## src/hdl/fsr_pkg.sv

```systemverilog
package fsr_pkg;

    localparam int SLOT_COUNT = 4;
    localparam int IDX_W      = (SLOT_COUNT > 1) ? $clog2(SLOT_COUNT) : 1;
    localparam int POS_W      = IDX_W + 1;
    localparam int POS_MOD    = 2 * SLOT_COUNT;

    localparam int BYTES_W = 24;
    localparam int DIM_W   = 12;
    localparam int TIME_W  = 64;
    localparam int MODE_W  = 2;
    localparam int STAT_W  = 2;
    localparam int SLOT_W  = 2;
    localparam int SKIP_W  = 2;
    localparam int DROP_W  = 32;
    localparam int TRIG_W  = 3;
    localparam int CMP_W   = 8;

    localparam int CFG_IDX_W  = 8;
    localparam int CFG_DATA_W = 24;

    localparam logic [CFG_IDX_W-1:0] REG_SLOT_CAPACITY = 8'd0;
    localparam logic [CFG_IDX_W-1:0] REG_CLAMP_TRIGGER = 8'd1;

    localparam logic [BYTES_W-1:0] SLOT_CAPACITY_RST = 24'd3110400;
    localparam logic [TRIG_W-1:0]  CLAMP_TRIGGER_RST = 3'd2;

    localparam logic KIND_WRITE = 1'b0;
    localparam logic KIND_READ  = 1'b1;

    localparam logic [MODE_W-1:0] MODE_OLDEST = 2'd0;
    localparam logic [MODE_W-1:0] MODE_CLAMP  = 2'd1;
    localparam logic [MODE_W-1:0] MODE_NEWEST = 2'd2;

    localparam logic [STAT_W-1:0] ST_OK    = 2'd0;
    localparam logic [STAT_W-1:0] ST_EMPTY = 2'd1;
    localparam logic [STAT_W-1:0] ST_LARGE = 2'd2;
    localparam logic [STAT_W-1:0] ST_FULL  = 2'd3;

    typedef logic [POS_W-1:0] pos_t;
    typedef logic [IDX_W-1:0] idx_t;

    typedef struct packed {
        logic               kind;
        logic [BYTES_W-1:0] in_bytes;
        logic [DIM_W-1:0]   in_width;
        logic [DIM_W-1:0]   in_height;
        logic [TIME_W-1:0]  in_time;
        logic [MODE_W-1:0]  read_mode;
        logic [BYTES_W-1:0] buffer_limit;
    } fsr_item_t;

    typedef struct packed {
        logic [STAT_W-1:0]  status;
        logic [SLOT_W-1:0]  slot;
        logic [BYTES_W-1:0] out_bytes;
        logic [DIM_W-1:0]   out_width;
        logic [DIM_W-1:0]   out_height;
        logic [TIME_W-1:0]  out_time;
        logic [SKIP_W-1:0]  skipped_frames;
        logic [DROP_W-1:0]  dropped_frames;
    } fsr_result_t;

    typedef struct packed {
        logic [BYTES_W-1:0] bytes;
        logic [DIM_W-1:0]   width;
        logic [DIM_W-1:0]   height;
        logic [TIME_W-1:0]  stamp;
    } fsr_hdr_t;

    typedef struct packed {
        logic     en;
        idx_t     idx;
        fsr_hdr_t hdr;
    } fsr_hdr_wr_t;

    // positions run modulo 2*SLOT_COUNT so full and empty stay distinct
    function automatic pos_t pos_inc(input pos_t p);
        pos_t r;
        r = (p == pos_t'(POS_MOD - 1)) ? '0 : p + 1'b1;
        return r;
    endfunction

    function automatic pos_t pos_dec(input pos_t p);
        pos_t r;
        r = (p == '0) ? pos_t'(POS_MOD - 1) : p - 1'b1;
        return r;
    endfunction

    function automatic idx_t pos_idx(input pos_t p);
        pos_t r;
        r = (p >= pos_t'(SLOT_COUNT)) ? p - pos_t'(SLOT_COUNT) : p;
        return idx_t'(r);
    endfunction

    function automatic pos_t pos_diff(input pos_t w, input pos_t r);
        pos_t d;
        d = (w >= r) ? w - r : w - r + pos_t'(POS_MOD);
        return d;
    endfunction

endpackage

```

## src/hdl/fsr_req_if.sv

```systemverilog
interface fsr_req_if;
    logic                                 valid;
    logic                                 ready;
    logic                                 kind;
    logic [fsr_pkg::BYTES_W-1:0]          in_bytes;
    logic [fsr_pkg::DIM_W-1:0]            in_width;
    logic [fsr_pkg::DIM_W-1:0]            in_height;
    logic [fsr_pkg::TIME_W-1:0]           in_time;
    logic [fsr_pkg::MODE_W-1:0]           read_mode;
    logic [fsr_pkg::BYTES_W-1:0]          buffer_limit;

    modport source (
        output valid, kind, in_bytes, in_width, in_height, in_time, read_mode, buffer_limit,
        input  ready
    );
    modport sink (
        input  valid, kind, in_bytes, in_width, in_height, in_time, read_mode, buffer_limit,
        output ready
    );
endinterface

```

## src/hdl/fsr_rsp_if.sv

```systemverilog
interface fsr_rsp_if;
    logic                         valid;
    logic                         ready;
    logic [fsr_pkg::STAT_W-1:0]   status;
    logic [fsr_pkg::SLOT_W-1:0]   slot;
    logic [fsr_pkg::BYTES_W-1:0]  out_bytes;
    logic [fsr_pkg::DIM_W-1:0]    out_width;
    logic [fsr_pkg::DIM_W-1:0]    out_height;
    logic [fsr_pkg::TIME_W-1:0]   out_time;
    logic [fsr_pkg::SKIP_W-1:0]   skipped_frames;
    logic [fsr_pkg::DROP_W-1:0]   dropped_frames;

    modport source (
        output valid, status, slot, out_bytes, out_width, out_height, out_time,
               skipped_frames, dropped_frames,
        input  ready
    );
    modport sink (
        input  valid, status, slot, out_bytes, out_width, out_height, out_time,
               skipped_frames, dropped_frames,
        output ready
    );
endinterface

```

## src/hdl/fsr_cfg_if.sv

```systemverilog
interface fsr_cfg_if;
    logic                              valid;
    logic                              ready;
    logic [fsr_pkg::CFG_IDX_W-1:0]     index;
    logic [fsr_pkg::CFG_DATA_W-1:0]    data;

    modport source (output valid, index, data, input ready);
    modport sink (input valid, index, data, output ready);
endinterface

```

## src/hdl/fsr_hdr_store.sv

```systemverilog
module fsr_hdr_store (
    input  logic                 clk,
    input  fsr_pkg::fsr_hdr_wr_t wr,
    input  fsr_pkg::idx_t        rd_idx,
    output fsr_pkg::fsr_hdr_t    rd_hdr
);

    // header per slot; contents are meaningless until the slot is written
    fsr_pkg::fsr_hdr_t mem_reg [fsr_pkg::SLOT_COUNT];

    always_ff @(posedge clk)
    begin
        if (wr.en)
        begin
            mem_reg[wr.idx] <= wr.hdr;
        end
    end

    assign rd_hdr = mem_reg[rd_idx];

endmodule

```

## src/hdl/fsr_ctrl.sv

```systemverilog
module fsr_ctrl (
    input  logic                            clk,
    input  logic                            rst_n,
    input  logic                            fire,
    input  fsr_pkg::fsr_item_t              item,
    input  logic [fsr_pkg::BYTES_W-1:0]     slot_capacity,
    input  logic [fsr_pkg::TRIG_W-1:0]      clamp_trigger,
    output fsr_pkg::fsr_result_t            result
);

    fsr_pkg::pos_t              wpos_reg, wpos_next;
    fsr_pkg::pos_t              rpos_reg, rpos_next;
    logic [fsr_pkg::DROP_W-1:0] drop_reg, drop_next;

    fsr_pkg::pos_t     occ;
    fsr_pkg::pos_t     sel_pos;
    fsr_pkg::pos_t     skip_cnt;
    fsr_pkg::idx_t     rd_idx;
    fsr_pkg::idx_t     wr_idx;
    fsr_pkg::fsr_hdr_t rd_hdr;
    fsr_pkg::fsr_hdr_wr_t wr;
    logic              do_skip;

    assign occ    = fsr_pkg::pos_diff(wpos_reg, rpos_reg);
    assign wr_idx = fsr_pkg::pos_idx(wpos_reg);

    // clamped mode skips only when more than the trigger count is waiting
    assign do_skip = (item.read_mode == fsr_pkg::MODE_NEWEST) ||
                     ((item.read_mode == fsr_pkg::MODE_CLAMP) &&
                      (fsr_pkg::CMP_W'(occ) > fsr_pkg::CMP_W'(clamp_trigger)));
    assign sel_pos  = do_skip ? fsr_pkg::pos_dec(wpos_reg) : rpos_reg;
    assign skip_cnt = do_skip ? occ - 1'b1 : '0;
    assign rd_idx   = fsr_pkg::pos_idx(sel_pos);

    fsr_hdr_store u_store (
        .clk    (clk),
        .wr     (wr),
        .rd_idx (rd_idx),
        .rd_hdr (rd_hdr)
    );

    always_comb
    begin
        wpos_next = wpos_reg;
        rpos_next = rpos_reg;
        drop_next = drop_reg;
        result    = '0;
        wr.en     = 1'b0;
        wr.idx    = wr_idx;
        wr.hdr    = '{bytes: item.in_bytes, width: item.in_width,
                      height: item.in_height, stamp: item.in_time};

        if (item.kind == fsr_pkg::KIND_WRITE)
        begin
            if (item.in_bytes > slot_capacity)
            begin
                result.status = fsr_pkg::ST_LARGE;
            end
            else if (occ >= fsr_pkg::pos_t'(fsr_pkg::SLOT_COUNT))
            begin
                drop_next     = drop_reg + 1'b1;
                result.status = fsr_pkg::ST_FULL;
            end
            else
            begin
                wr.en         = fire;
                wpos_next     = fsr_pkg::pos_inc(wpos_reg);
                result.status = fsr_pkg::ST_OK;
                result.slot   = fsr_pkg::SLOT_W'(wr_idx);
            end
        end
        else
        begin
            if (occ == '0)
            begin
                result.status = fsr_pkg::ST_EMPTY;
            end
            else if (rd_hdr.bytes > item.buffer_limit)
            begin
                // refused: nothing committed, not even the skip
                result.status = fsr_pkg::ST_LARGE;
            end
            else
            begin
                rpos_next             = fsr_pkg::pos_inc(sel_pos);
                result.status         = fsr_pkg::ST_OK;
                result.slot           = fsr_pkg::SLOT_W'(rd_idx);
                result.out_bytes      = rd_hdr.bytes;
                result.out_width      = rd_hdr.width;
                result.out_height     = rd_hdr.height;
                result.out_time       = rd_hdr.stamp;
                result.skipped_frames = (skip_cnt > fsr_pkg::pos_t'(3)) ?
                                        fsr_pkg::SKIP_W'(3) :
                                        fsr_pkg::SKIP_W'(skip_cnt);
            end
        end
        result.dropped_frames = drop_next;
    end

    always_ff @(posedge clk or negedge rst_n)
    begin
        if (!rst_n)
        begin
            wpos_reg <= '0;
            rpos_reg <= '0;
            drop_reg <= '0;
        end
        else if (fire)
        begin
            wpos_reg <= wpos_next;
            rpos_reg <= rpos_next;
            drop_reg <= drop_next;
        end
    end

endmodule

```

## src/hdl/frame_slot_ring_with_skip.sv

```systemverilog
// Frame slot ring descriptor controller.
// req: one request per item. kind selects a header write (bytes, width, height,
//   time checked against slot_capacity and ring occupancy) or a frame read
//   (read_mode oldest / clamped skip / newest, checked against buffer_limit).
// rsp: exactly one result per request, in request order: status, slot index,
//   header of the frame read, frames skipped and the running drop count.
// cfg: register writes (0 slot_capacity, 1 clamp_trigger), always ready;
//   write only while no request is in flight.
// Pipeline: an accepted request is held in the input register, passes once
//   through the pointer and header logic, and is captured in the result
//   register when that is empty or rsp takes it. One request per cycle while
//   rsp takes results; ring pointers and drop counter update in that single
//   pass, so each request sees the state left by the one before it.
// Stall: when rsp is not taken the result register holds, the input register
//   still takes one more request, and req.ready drops after that.
// Reset (rst_n low, async): ring empty, drop count zero, registers at their
//   defaults, no result pending. Slot headers are not cleared; a slot is only
//   read after it was written.
module frame_slot_ring_with_skip (
    input  logic        clk,
    input  logic        rst_n,
    fsr_req_if.sink     req,
    fsr_rsp_if.source   rsp,
    fsr_cfg_if.sink     cfg
);

    logic [fsr_pkg::BYTES_W-1:0] cap_reg;
    logic [fsr_pkg::TRIG_W-1:0]  trig_reg;

    logic                 in_vld_reg, in_vld_next;
    fsr_pkg::fsr_item_t   in_reg;
    logic                 out_vld_reg, out_vld_next;
    fsr_pkg::fsr_result_t out_reg;
    fsr_pkg::fsr_result_t result;

    logic advance;
    logic req_take;

    assign cfg.ready = 1'b1;

    always_ff @(posedge clk or negedge rst_n)
    begin
        if (!rst_n)
        begin
            cap_reg  <= fsr_pkg::SLOT_CAPACITY_RST;
            trig_reg <= fsr_pkg::CLAMP_TRIGGER_RST;
        end
        else if (cfg.valid)
        begin
            if (cfg.index == fsr_pkg::REG_SLOT_CAPACITY)
            begin
                cap_reg <= cfg.data;
            end
            else if (cfg.index == fsr_pkg::REG_CLAMP_TRIGGER)
            begin
                trig_reg <= cfg.data[fsr_pkg::TRIG_W-1:0];
            end
        end
    end

    assign advance   = in_vld_reg && (!out_vld_reg || rsp.ready);
    assign req.ready = !in_vld_reg || advance;
    assign req_take  = req.valid && req.ready;

    always_comb
    begin
        in_vld_next = in_vld_reg;
        if (req_take)
        begin
            in_vld_next = 1'b1;
        end
        else if (advance)
        begin
            in_vld_next = 1'b0;
        end

        out_vld_next = out_vld_reg;
        if (advance)
        begin
            out_vld_next = 1'b1;
        end
        else if (rsp.ready)
        begin
            out_vld_next = 1'b0;
        end
    end

    always_ff @(posedge clk or negedge rst_n)
    begin
        if (!rst_n)
        begin
            in_vld_reg  <= 1'b0;
            out_vld_reg <= 1'b0;
        end
        else
        begin
            in_vld_reg  <= in_vld_next;
            out_vld_reg <= out_vld_next;
        end
    end

    always_ff @(posedge clk)
    begin
        if (req_take)
        begin
            in_reg <= '{kind: req.kind, in_bytes: req.in_bytes, in_width: req.in_width,
                        in_height: req.in_height, in_time: req.in_time,
                        read_mode: req.read_mode, buffer_limit: req.buffer_limit};
        end
        if (advance)
        begin
            out_reg <= result;
        end
    end

    fsr_ctrl u_ctrl (
        .clk           (clk),
        .rst_n         (rst_n),
        .fire          (advance),
        .item          (in_reg),
        .slot_capacity (cap_reg),
        .clamp_trigger (trig_reg),
        .result        (result)
    );

    assign rsp.valid          = out_vld_reg;
    assign rsp.status         = out_reg.status;
    assign rsp.slot           = out_reg.slot;
    assign rsp.out_bytes      = out_reg.out_bytes;
    assign rsp.out_width      = out_reg.out_width;
    assign rsp.out_height     = out_reg.out_height;
    assign rsp.out_time       = out_reg.out_time;
    assign rsp.skipped_frames = out_reg.skipped_frames;
    assign rsp.dropped_frames = out_reg.dropped_frames;

endmodule
```

## src/flat_wrapper.sv

```systemverilog
// flat-port wrapper written by rule: the top's interface ports become plain ports
module frame_slot_ring_with_skip_flat 
  (clk, rst_n, req_valid, req_kind, req_in_bytes, req_in_width, req_in_height, req_in_time, req_read_mode, req_buffer_limit, req_ready, rsp_valid, rsp_status, rsp_slot, rsp_out_bytes, rsp_out_width, rsp_out_height, rsp_out_time, rsp_skipped_frames, rsp_dropped_frames, rsp_ready, cfg_valid, cfg_index, cfg_data, cfg_ready);
  fsr_req_if req_i ();
  fsr_rsp_if rsp_i ();
  fsr_cfg_if cfg_i ();
  input  logic clk;
  input  logic rst_n;
  input wire logic [$bits(req_i.valid)-1:0] req_valid;
  input wire logic [$bits(req_i.kind)-1:0] req_kind;
  input wire logic [$bits(req_i.in_bytes)-1:0] req_in_bytes;
  input wire logic [$bits(req_i.in_width)-1:0] req_in_width;
  input wire logic [$bits(req_i.in_height)-1:0] req_in_height;
  input wire logic [$bits(req_i.in_time)-1:0] req_in_time;
  input wire logic [$bits(req_i.read_mode)-1:0] req_read_mode;
  input wire logic [$bits(req_i.buffer_limit)-1:0] req_buffer_limit;
  output wire logic [$bits(req_i.ready)-1:0] req_ready;
  output wire logic [$bits(rsp_i.valid)-1:0] rsp_valid;
  output wire logic [$bits(rsp_i.status)-1:0] rsp_status;
  output wire logic [$bits(rsp_i.slot)-1:0] rsp_slot;
  output wire logic [$bits(rsp_i.out_bytes)-1:0] rsp_out_bytes;
  output wire logic [$bits(rsp_i.out_width)-1:0] rsp_out_width;
  output wire logic [$bits(rsp_i.out_height)-1:0] rsp_out_height;
  output wire logic [$bits(rsp_i.out_time)-1:0] rsp_out_time;
  output wire logic [$bits(rsp_i.skipped_frames)-1:0] rsp_skipped_frames;
  output wire logic [$bits(rsp_i.dropped_frames)-1:0] rsp_dropped_frames;
  input wire logic [$bits(rsp_i.ready)-1:0] rsp_ready;
  input wire logic [$bits(cfg_i.valid)-1:0] cfg_valid;
  input wire logic [$bits(cfg_i.index)-1:0] cfg_index;
  input wire logic [$bits(cfg_i.data)-1:0] cfg_data;
  output wire logic [$bits(cfg_i.ready)-1:0] cfg_ready;
  assign req_i.valid = req_valid;
  assign req_i.kind = req_kind;
  assign req_i.in_bytes = req_in_bytes;
  assign req_i.in_width = req_in_width;
  assign req_i.in_height = req_in_height;
  assign req_i.in_time = req_in_time;
  assign req_i.read_mode = req_read_mode;
  assign req_i.buffer_limit = req_buffer_limit;
  assign req_ready = req_i.ready;
  assign rsp_valid = rsp_i.valid;
  assign rsp_status = rsp_i.status;
  assign rsp_slot = rsp_i.slot;
  assign rsp_out_bytes = rsp_i.out_bytes;
  assign rsp_out_width = rsp_i.out_width;
  assign rsp_out_height = rsp_i.out_height;
  assign rsp_out_time = rsp_i.out_time;
  assign rsp_skipped_frames = rsp_i.skipped_frames;
  assign rsp_dropped_frames = rsp_i.dropped_frames;
  assign rsp_i.ready = rsp_ready;
  assign cfg_i.valid = cfg_valid;
  assign cfg_i.index = cfg_index;
  assign cfg_i.data = cfg_data;
  assign cfg_ready = cfg_i.ready;
  frame_slot_ring_with_skip u_core (.clk(clk), .rst_n(rst_n), .req(req_i), .rsp(rsp_i), .cfg(cfg_i));
endmodule
```

## config.mk

```make
export PLATFORM = sky130hd
export DESIGN_NAME = frame_slot_ring_with_skip_flat
export DESIGN_NICKNAME = d
export VERILOG_FILES = /design/src/hdl/fsr_pkg.sv /design/src/hdl/fsr_req_if.sv /design/src/hdl/fsr_rsp_if.sv /design/src/hdl/fsr_cfg_if.sv /design/src/hdl/fsr_hdr_store.sv /design/src/hdl/fsr_ctrl.sv /design/src/hdl/frame_slot_ring_with_skip.sv /design/src/flat_wrapper.sv
export SDC_FILE = /design/constraint.sdc
export NUM_CORES = 1
export LEC_CHECK = 0
export ABC_AREA = 1
export BUFFER_PORTS_ARGS = -buffer_cell sky130_fd_sc_hd__buf_4
export CAP_MARGIN = 30
export CORE_UTILIZATION = 30
export DETAILED_ROUTE_END_ITERATION = 6
export PLACE_DENSITY = 0.46
export SETUP_SLACK_MARGIN = 0.2
export SLEW_MARGIN = 20
export SYNTH_ARGS = -nofsm -noshare
export SYNTH_HDL_FRONTEND = slang
export SYNTH_SLANG_ARGS = --single-unit
```

## constraint.sdc

```tcl
create_clock -name clk -period 18.55 [get_ports clk]
set_input_delay 3.71 -clock clk [delete_from_list [all_inputs] [get_ports clk]]
set_output_delay 3.71 -clock clk [all_outputs]
set_load 0.01 [all_outputs]
```

==> results of run 1 <==
## logic make-up (layout without fill, tap and decap cells)
logic type / count (synthesis) / in the layout / share of synthesized area
multiplexers: 21 / 21 / 0.006987
AND/OR/NAND/NOR: 1333 / 1333 / 0.1793
AO/OA/AOI/OAI: 65 / 65 / 0.01031
adder cells (fa/ha/maj): 63 / 63 / 0.02351
other: 1 / 1 / 0.0001108
buffers and inverters: 651 / 1046 / 0.07519
flip-flops: 804 / 804 / 0.7038
XOR/XNOR: 3 / 3 / 0.0007765
## layout make-up
class / instances / share of cell area
Clock buffer: 112 / 0.05931
Sequential cell: 804 / 0.5818
Timing Repair Buffer: 361 / 0.06955
Tap cell: 1488 / 0.04547
Inverter: 517 / 0.04782
Clock inverter: 56 / 0.01198
Multi-Input combinational cell: 1486 / 0.1841
## synthesized netlist by cell type (11+ instances only)
library cell	n	area, µm²
dfstp_2	11	289.0
nor3_1	11	55.05
nand2_1	645	2421
nand3_1	432	2162
edfxtp_1	737	22130
o21ai_0	37	185.2
nand4_1	42	262.8
buf_2	27	135.1
mux2_2	21	236.5
nor2_1	86	322.8
ha_1	62	775.7
buf_4	12	90.09
nand3b_1	90	675.7
clkbuf_1	62	232.7
a21oi_1	21	105.1
dfrtp_1	56	1401
inv_1	512	1922
and2_1	18	112.6
buf_1	30	112.6
## where the power goes
part           internal, mW  switching [mW]
clock network          1.01           0.759
logic                 0.644            1.36
registers              2.26           0.118
## path summary, 6_finish.rpt
kind                                                     endpoint                                    from  slack (ns)
max                         u_core.rsp.out_width[6]$_SDFFCE_PP0P_   u_core.u_ctrl.wpos_reg[0]$_DFFE_PN0P_       10.45
min                        u_core.u_ctrl.drop_reg[30]$_DFFE_PN0P_  u_core.u_ctrl.drop_reg[30]$_DFFE_PN0P_        0.48
max reg2reg                 u_core.rsp.out_width[6]$_SDFFCE_PP0P_   u_core.u_ctrl.wpos_reg[0]$_DFFE_PN0P_       10.45
min reg2reg                u_core.u_ctrl.drop_reg[30]$_DFFE_PN0P_  u_core.u_ctrl.drop_reg[30]$_DFFE_PN0P_        0.48
max in group asynchronous          u_core.cap_reg[12]$_DFFE_PN1P_                                   rst_n       14.88
min in group asynchronous  u_core.u_ctrl.drop_reg[19]$_DFFE_PN0P_                                   rst_n        3.01
## routing by layer
layer | vias up | routed length, µm | global-route usage
met5 | - | 0 | 0
met1 | 10270 | 40150 | 0.2064
met2 | 435 | 42630 | 0.2566
met3 | 117 | 4190 | 0.03015
li1 | 10470 | - | -
met4 | 0 | 1945 | 0.04486
## worst reg2reg max path, delay by kind of cell (launching register included)
kind | cells | cell delay (ns)
DFF | 1 | 0.48
adders and majority gates | 4 | 1.23
AOI/OAI and AO/OA | 4 | 0.46
and+or+nand+nor | 15 | 2.42
buffers and inverters | 10 | 3.42
==> out/results.tsv, run 1 <==
metric	value	unit
ctsLongestPathBuffers	3	
ff_latch_area	0.02382	mm²
most-common-layout-cells	edfxtp_1, nand2_1, inv_1	
ios	329	
synthArstFlopShare	0.08333	
dp_hpwl	52300	µm
antenna_found_initial	1	
fin_skew	0.03361	ns
io_buffers	327	
worstSetupPathDepth	33	
layout.cells.most_common	edfxtp_1	
chipHeight	337.9	µm
h-tree-depth	3	
rows	122	
ys_warn_count	0	
slowest_stage	buf_4	
finalSetupViolations	0	
avgRoutedWirePerCell	18.43	µm
outcome	complete, but fails checks	
drive_gt1_frac	0.1619	
cts.sinks	804	
dp.cells	4655	
nets	3502	
ctsResizeCount	0	
firstDrtPassIters	7	
syn_area_per_cell	11.51	µm²
drc_errors	4	
fin_setup_tns	0	ns
vdd_drop_max	0.1062	mV
cpMostUsedCell	nand2_1	
dr.first_iter.drc_count	1307	
syn-cell-area	0.03385	mm²
postLayoutCellArea	0.04094	mm²
fmax	0.1234	GHz
finalMaxSlewViolations	0	
synth-edff-count	737	
grt_pass1_vias	20870	
cp.arrival	8.64	ns
crit_path_start_kind	flop	
synth_cells	2941	
vias	21290	
drt-vias-per-instance	4.413	
p_total	6.147	mW
whs	0.4778	ns
ys_seq_area_frac	0.7038	
routed_wl	88920	µm
cts_made_buffers	93	
stdcell_count	4824	
failed_checks	DRC	
postRouteAntennaNets	0	
crit_path_max_incr_delay	0.75	ns
multi_input_area	0.007536	mm²
overflow	0	
grt.total_usage	0.1553	
crit_buf_inv	10	
setup_slack	10.45	ns
cts_root_buffer	clkbuf_16	
cpLargestDelayFamily	buffers and inverters	
grt_max_degree	118	
placed_cell_area	0.03801	mm²
tightest_slew	0.9903	ns
cts_tree	done	
syn-num-nets	3180	
period_minus_slack	8.102	ns
fill_cells	10900	
die_w	337.9	µm
rsz0062_at_grt	false	
power.leakage	17.27	nW
ys_ff_latch	804	
start_util	0.3042	
ys_types	34	
max-slew-margin-rel	0.3398	
pre_cts_ws	9.730	ns
area_delta_synth_final	20.97	%
clk_pin_slew	0.06	ns
post-route-util	0.3679	
cp_data_required_time	19.09	ns
gp_congestion	0.7682	
power.density	150.1	mW/mm²
critPathCaptureType	flop	
cts_setup_buffers	0	
die_area	0.1142	mm²
path_class	flop to flop	
hold_viol_final	0	
post-route-period-util	0.4368	
core	0.1113	mm²
synthFlopType	edfxtp_1	
largest_reg_flops	448	
critPathMaxFanout	53	
hold_buffers	0	
hold_path.class	flop to flop	
maxCapViolations	0	
clkLatencyLatePin	0.68	ns
r2r_cells	33	
diodes	0	
grt_first_pass_wirelength	131700	µm
hold_path_depth	2	
Power figures use the tool's default switching activity.
==> run 2, diff against run 1 <==
--- a/config.mk
+++ b/config.mk
@@ -5,12 +5,12 @@
 export SDC_FILE = /design/constraint.sdc
 export NUM_CORES = 1
 export LEC_CHECK = 0
-export ABC_AREA = 1
+export ABC_AREA = 0
 export BUFFER_PORTS_ARGS = -buffer_cell sky130_fd_sc_hd__buf_4
 export CAP_MARGIN = 30
 export CORE_UTILIZATION = 30
 export DETAILED_ROUTE_END_ITERATION = 6
-export PLACE_DENSITY = 0.46
+export PLACE_DENSITY = 0.48
 export SETUP_SLACK_MARGIN = 0.2
 export SLEW_MARGIN = 20
 export SYNTH_ARGS = -nofsm -noshare
==> constraint.sdc (replaced) <==
create_clock -name clk -period 7.3 [get_ports clk]
set_input_delay 1.46 -clock clk [delete_from_list [all_inputs] [get_ports clk]]
set_output_delay 1.46 -clock clk [all_outputs]
set_load 0.01 [all_outputs]
==> run 2 against run 1 <==
Compared with the run above:
- the flow now finishes without violations
- synthesized area decreased by 8.0%
- synthesized cell count decreased by 42%
- flip-flop and latch count unchanged
- total power increased by 150%
- clock-buffer cell count decreased by 4
- clock skew decreased by 0.0033 ns
- maximum frequency increased by 21%
- sequential power increased to 2.6 times the previous value
- register-to-register slack got worse by 9.8 ns
- critical endpoint is now u_core.rsp.out_time[19]$_SDFFCE_PP0P_
==> out/results.tsv, run 2 <==
metric	value	unit
outcome	completed	
nets	2315	
synth-edff-count	737	
cp_data_required_time	7.71	ns
synth_top_area_share	0.7108	
power.density	398.3	mW/mm²
fin_skew	0.03030	ns
hold_viol_final	0	
synth.mux.area_fraction	0.06840	
synth-simple-area-share	0.06715	
slowest_stage	a2111oi_4	
crit_path_max_incr_delay	0.46	ns
hold_buffers	0	
post-route-period-util	0.9176	
synth_compound_gate_area_share	0.03311	
tightest_slew	0.9192	ns
die_area	0.1051	mm²
period_minus_slack	6.699	ns
start_util	0.3043	
core	0.1023	mm²
synth_area_leaders	edfxtp_1, mux4_2, dfrtp_1, ha_1, and2b_1	
ys_types	60	
ctsLongestPathBuffers	3	
grt.total_usage	0.1410	
clk_pin_slew	0.06	ns
finalSetupViolations	0	
synth_most_common_cell	edfxtp_1	
finalMaxSlewViolations	0	
syn_area_per_cell	18.38	µm²
synth_top_family_by_area	multiplexers	
antenna_found_initial	5	
whs	0.4908	ns
fill_cells	9554	
clkLatencyLatePin	0.66	ns
diodes	0	
synth_cells	1694	
cts.sinks	804	
cpMostUsedCell	ha_1	
grt_max_degree	105	
ff_latch_area	0.02382	mm²
path_class	flop to flop	
firstDrtPassIters	7	
gp_congestion	0.7686	
synth_xor_area_frac	0.01853	
max-slew-margin-rel	0.3872	
drive_gt1_frac	0.2920	
cts_made_buffers	93	
ys_warn_count	0	
placed_cell_area	0.03525	mm²
critPathCaptureType	flop	
synthFlopType	edfxtp_1	
crit_path_start_kind	flop	
dp_hpwl	45890	µm
postRouteAntennaNets	0	
drc_errors	0	
hold_path.class	flop to flop	
h-tree-depth	3	
cts_tree	done	
routed_wl	74340	µm
top_usage_layer	met2	
cp.arrival	7.11	ns
cts_setup_buffers	0	
most-common-layout-cells	edfxtp_1, buf_4, nand2_1	
synthAdderAreaFrac	0.02556	
postLayoutCellArea	0.03835	mm²
power.leakage	13.92	nW
cts_root_buffer	clkbuf_16	
syn-cell-area	0.03113	mm²
rows	117	
ctsResizeCount	0	
rsz0062_at_grt	false	
syn-num-nets	1933	
ys_ff_latch	804	
synthArstFlopShare	0.08333	
overflow	0	
met3_usage	0.03047	
chipHeight	324.2	µm
gr-usage-met1	0.1833	
avgRoutedWirePerCell	21.13	µm
fmax	0.1493	GHz
largest_reg_flops	448	
critPathMaxFanout	58	
io_buffers	327	
ios	329	
use_met2	0.2330	
p_total	15.28	mW
vias	16060	
dr.first_iter.drc_count	1018	
fin_setup_tns	0	ns
synth_area_leader_cell	edfxtp_1	
die_w	324.2	µm
grt_first_pass_wirelength	108500	µm
layout.cells.most_common	edfxtp_1	
vdd_drop_max	0.2427	mV
ys_seq_area_frac	0.7651	
crit_chain	inv_1 > ha_1 > inv_1 > fa_1 > xnor2_1 > inv_2 > ha_1 > and3_1 > a2111oi_4 > or3_1 > nand2_2 > buf_4 > a211oi_1 > a31oi_1 > ha_1 > nand2_1 > o21a_1 > o221a_2 > o21ai_0 > o21ai_2 > nand2_4 > buf_12 > and2b_1	
multi_input_area	0.006680	mm²
grt_pass1_vias	16740	
maxCapViolations	0	
area_delta_synth_final	23.19	%
synth_common_cells	edfxtp_1, nand2_1, mux4_2	
drt-vias-per-instance	4.565	
==> run 2: cell count changes in the layout (fill, tap and decap cells not counted), sizes merged, moves of 62 or more <==
cell	previous run	this run
nor2	86	19
and2b	0	78
mux4	0	88
nand3b	90	3
nand3	432	36
nand2	646	113
inv	519	69
xnor2	1	63
==> run 2: metal layers <==
layer	vias to the layer above	routed length [µm]
met5	-	58
met4	8	1707
met3	128	3787
met2	385	36500
met1	8188	32290
li1	7355	-
==> run 2: cells by family after synthesis <==
logic type,count (synthesis)
flops,804
compound gates,151
fa+ha+maj,63
other cells,1
simple gates,371
xor+xnor,65
mux,100
buf+inv,139
==> run 2: power by group <==
| part | switching (mW) | total [mW] | internal (mW) |
|---|---|---|---|
| Clock | 1.87 | 4.66 | 2.79 |
| Sequential | 0.264 | 6.10 | 5.83 |
| Combinational | 2.48 | 4.52 | 2.04 |
==> run 2: worst paths after layout <==
path,startpoint,to,slack (ns),cells after the start
min in group asynchronous,rst_n,u_core.u_ctrl.drop_reg[28]$_DFFE_PN0P_,0.70,1
max,u_core.u_ctrl.wpos_reg[0]$_DFFE_PN0P_,u_core.rsp.out_time[19]$_SDFFCE_PP0P_,0.60,23
min,u_core.in_reg[50]$_DFFE_PP_,u_core.u_ctrl.u_store.mem_reg[3][24]$_DFFE_PP_,0.49,0
min reg2reg,u_core.in_reg[50]$_DFFE_PP_,u_core.u_ctrl.u_store.mem_reg[3][24]$_DFFE_PP_,0.49,0
max reg2reg,u_core.u_ctrl.wpos_reg[0]$_DFFE_PN0P_,u_core.rsp.out_time[19]$_SDFFCE_PP0P_,0.60,23
max in group asynchronous,rst_n,u_core.cap_reg[13]$_DFFE_PN1P_,5.96,2
==> run 2: per-stage QoR <==
stage                     instances    util  setup slack [ns]
after global routing           3519  0.3748            0.2366
after floorplan                1694       -             1.660
after detailed placement       3348  0.3445            0.3701
after global placement         3346  0.3440            0.5074
final                          3519  0.3748            0.6013
after CTS                      3518  0.3745            0.3783
==> run 2: area by class of cell <==
cell class,instances,area share
clock inverter,62,0.01618
timing repair buffer,362,0.07353
clock buffer,108,0.06381
multi-input combinational,751,0.1742
sequential,804,0.6211
inverter,64,0.006590
tap,1368,0.04463
==> run 2: worst max-delay path, delay by kind of cell (launching register included) <==
| family | cells | cell delay, ns |
|---|---|---|
| AND/OR/NAND/NOR | 6 | 1.40 |
| flip-flops | 1 | 0.43 |
| adder cells (fa/ha/maj) | 4 | 1.24 |
| buffers and inverters | 5 | 1.03 |
| AO/OA/AOI/OAI | 7 | 1.94 |
| XOR/XNOR | 1 | 0.38 |
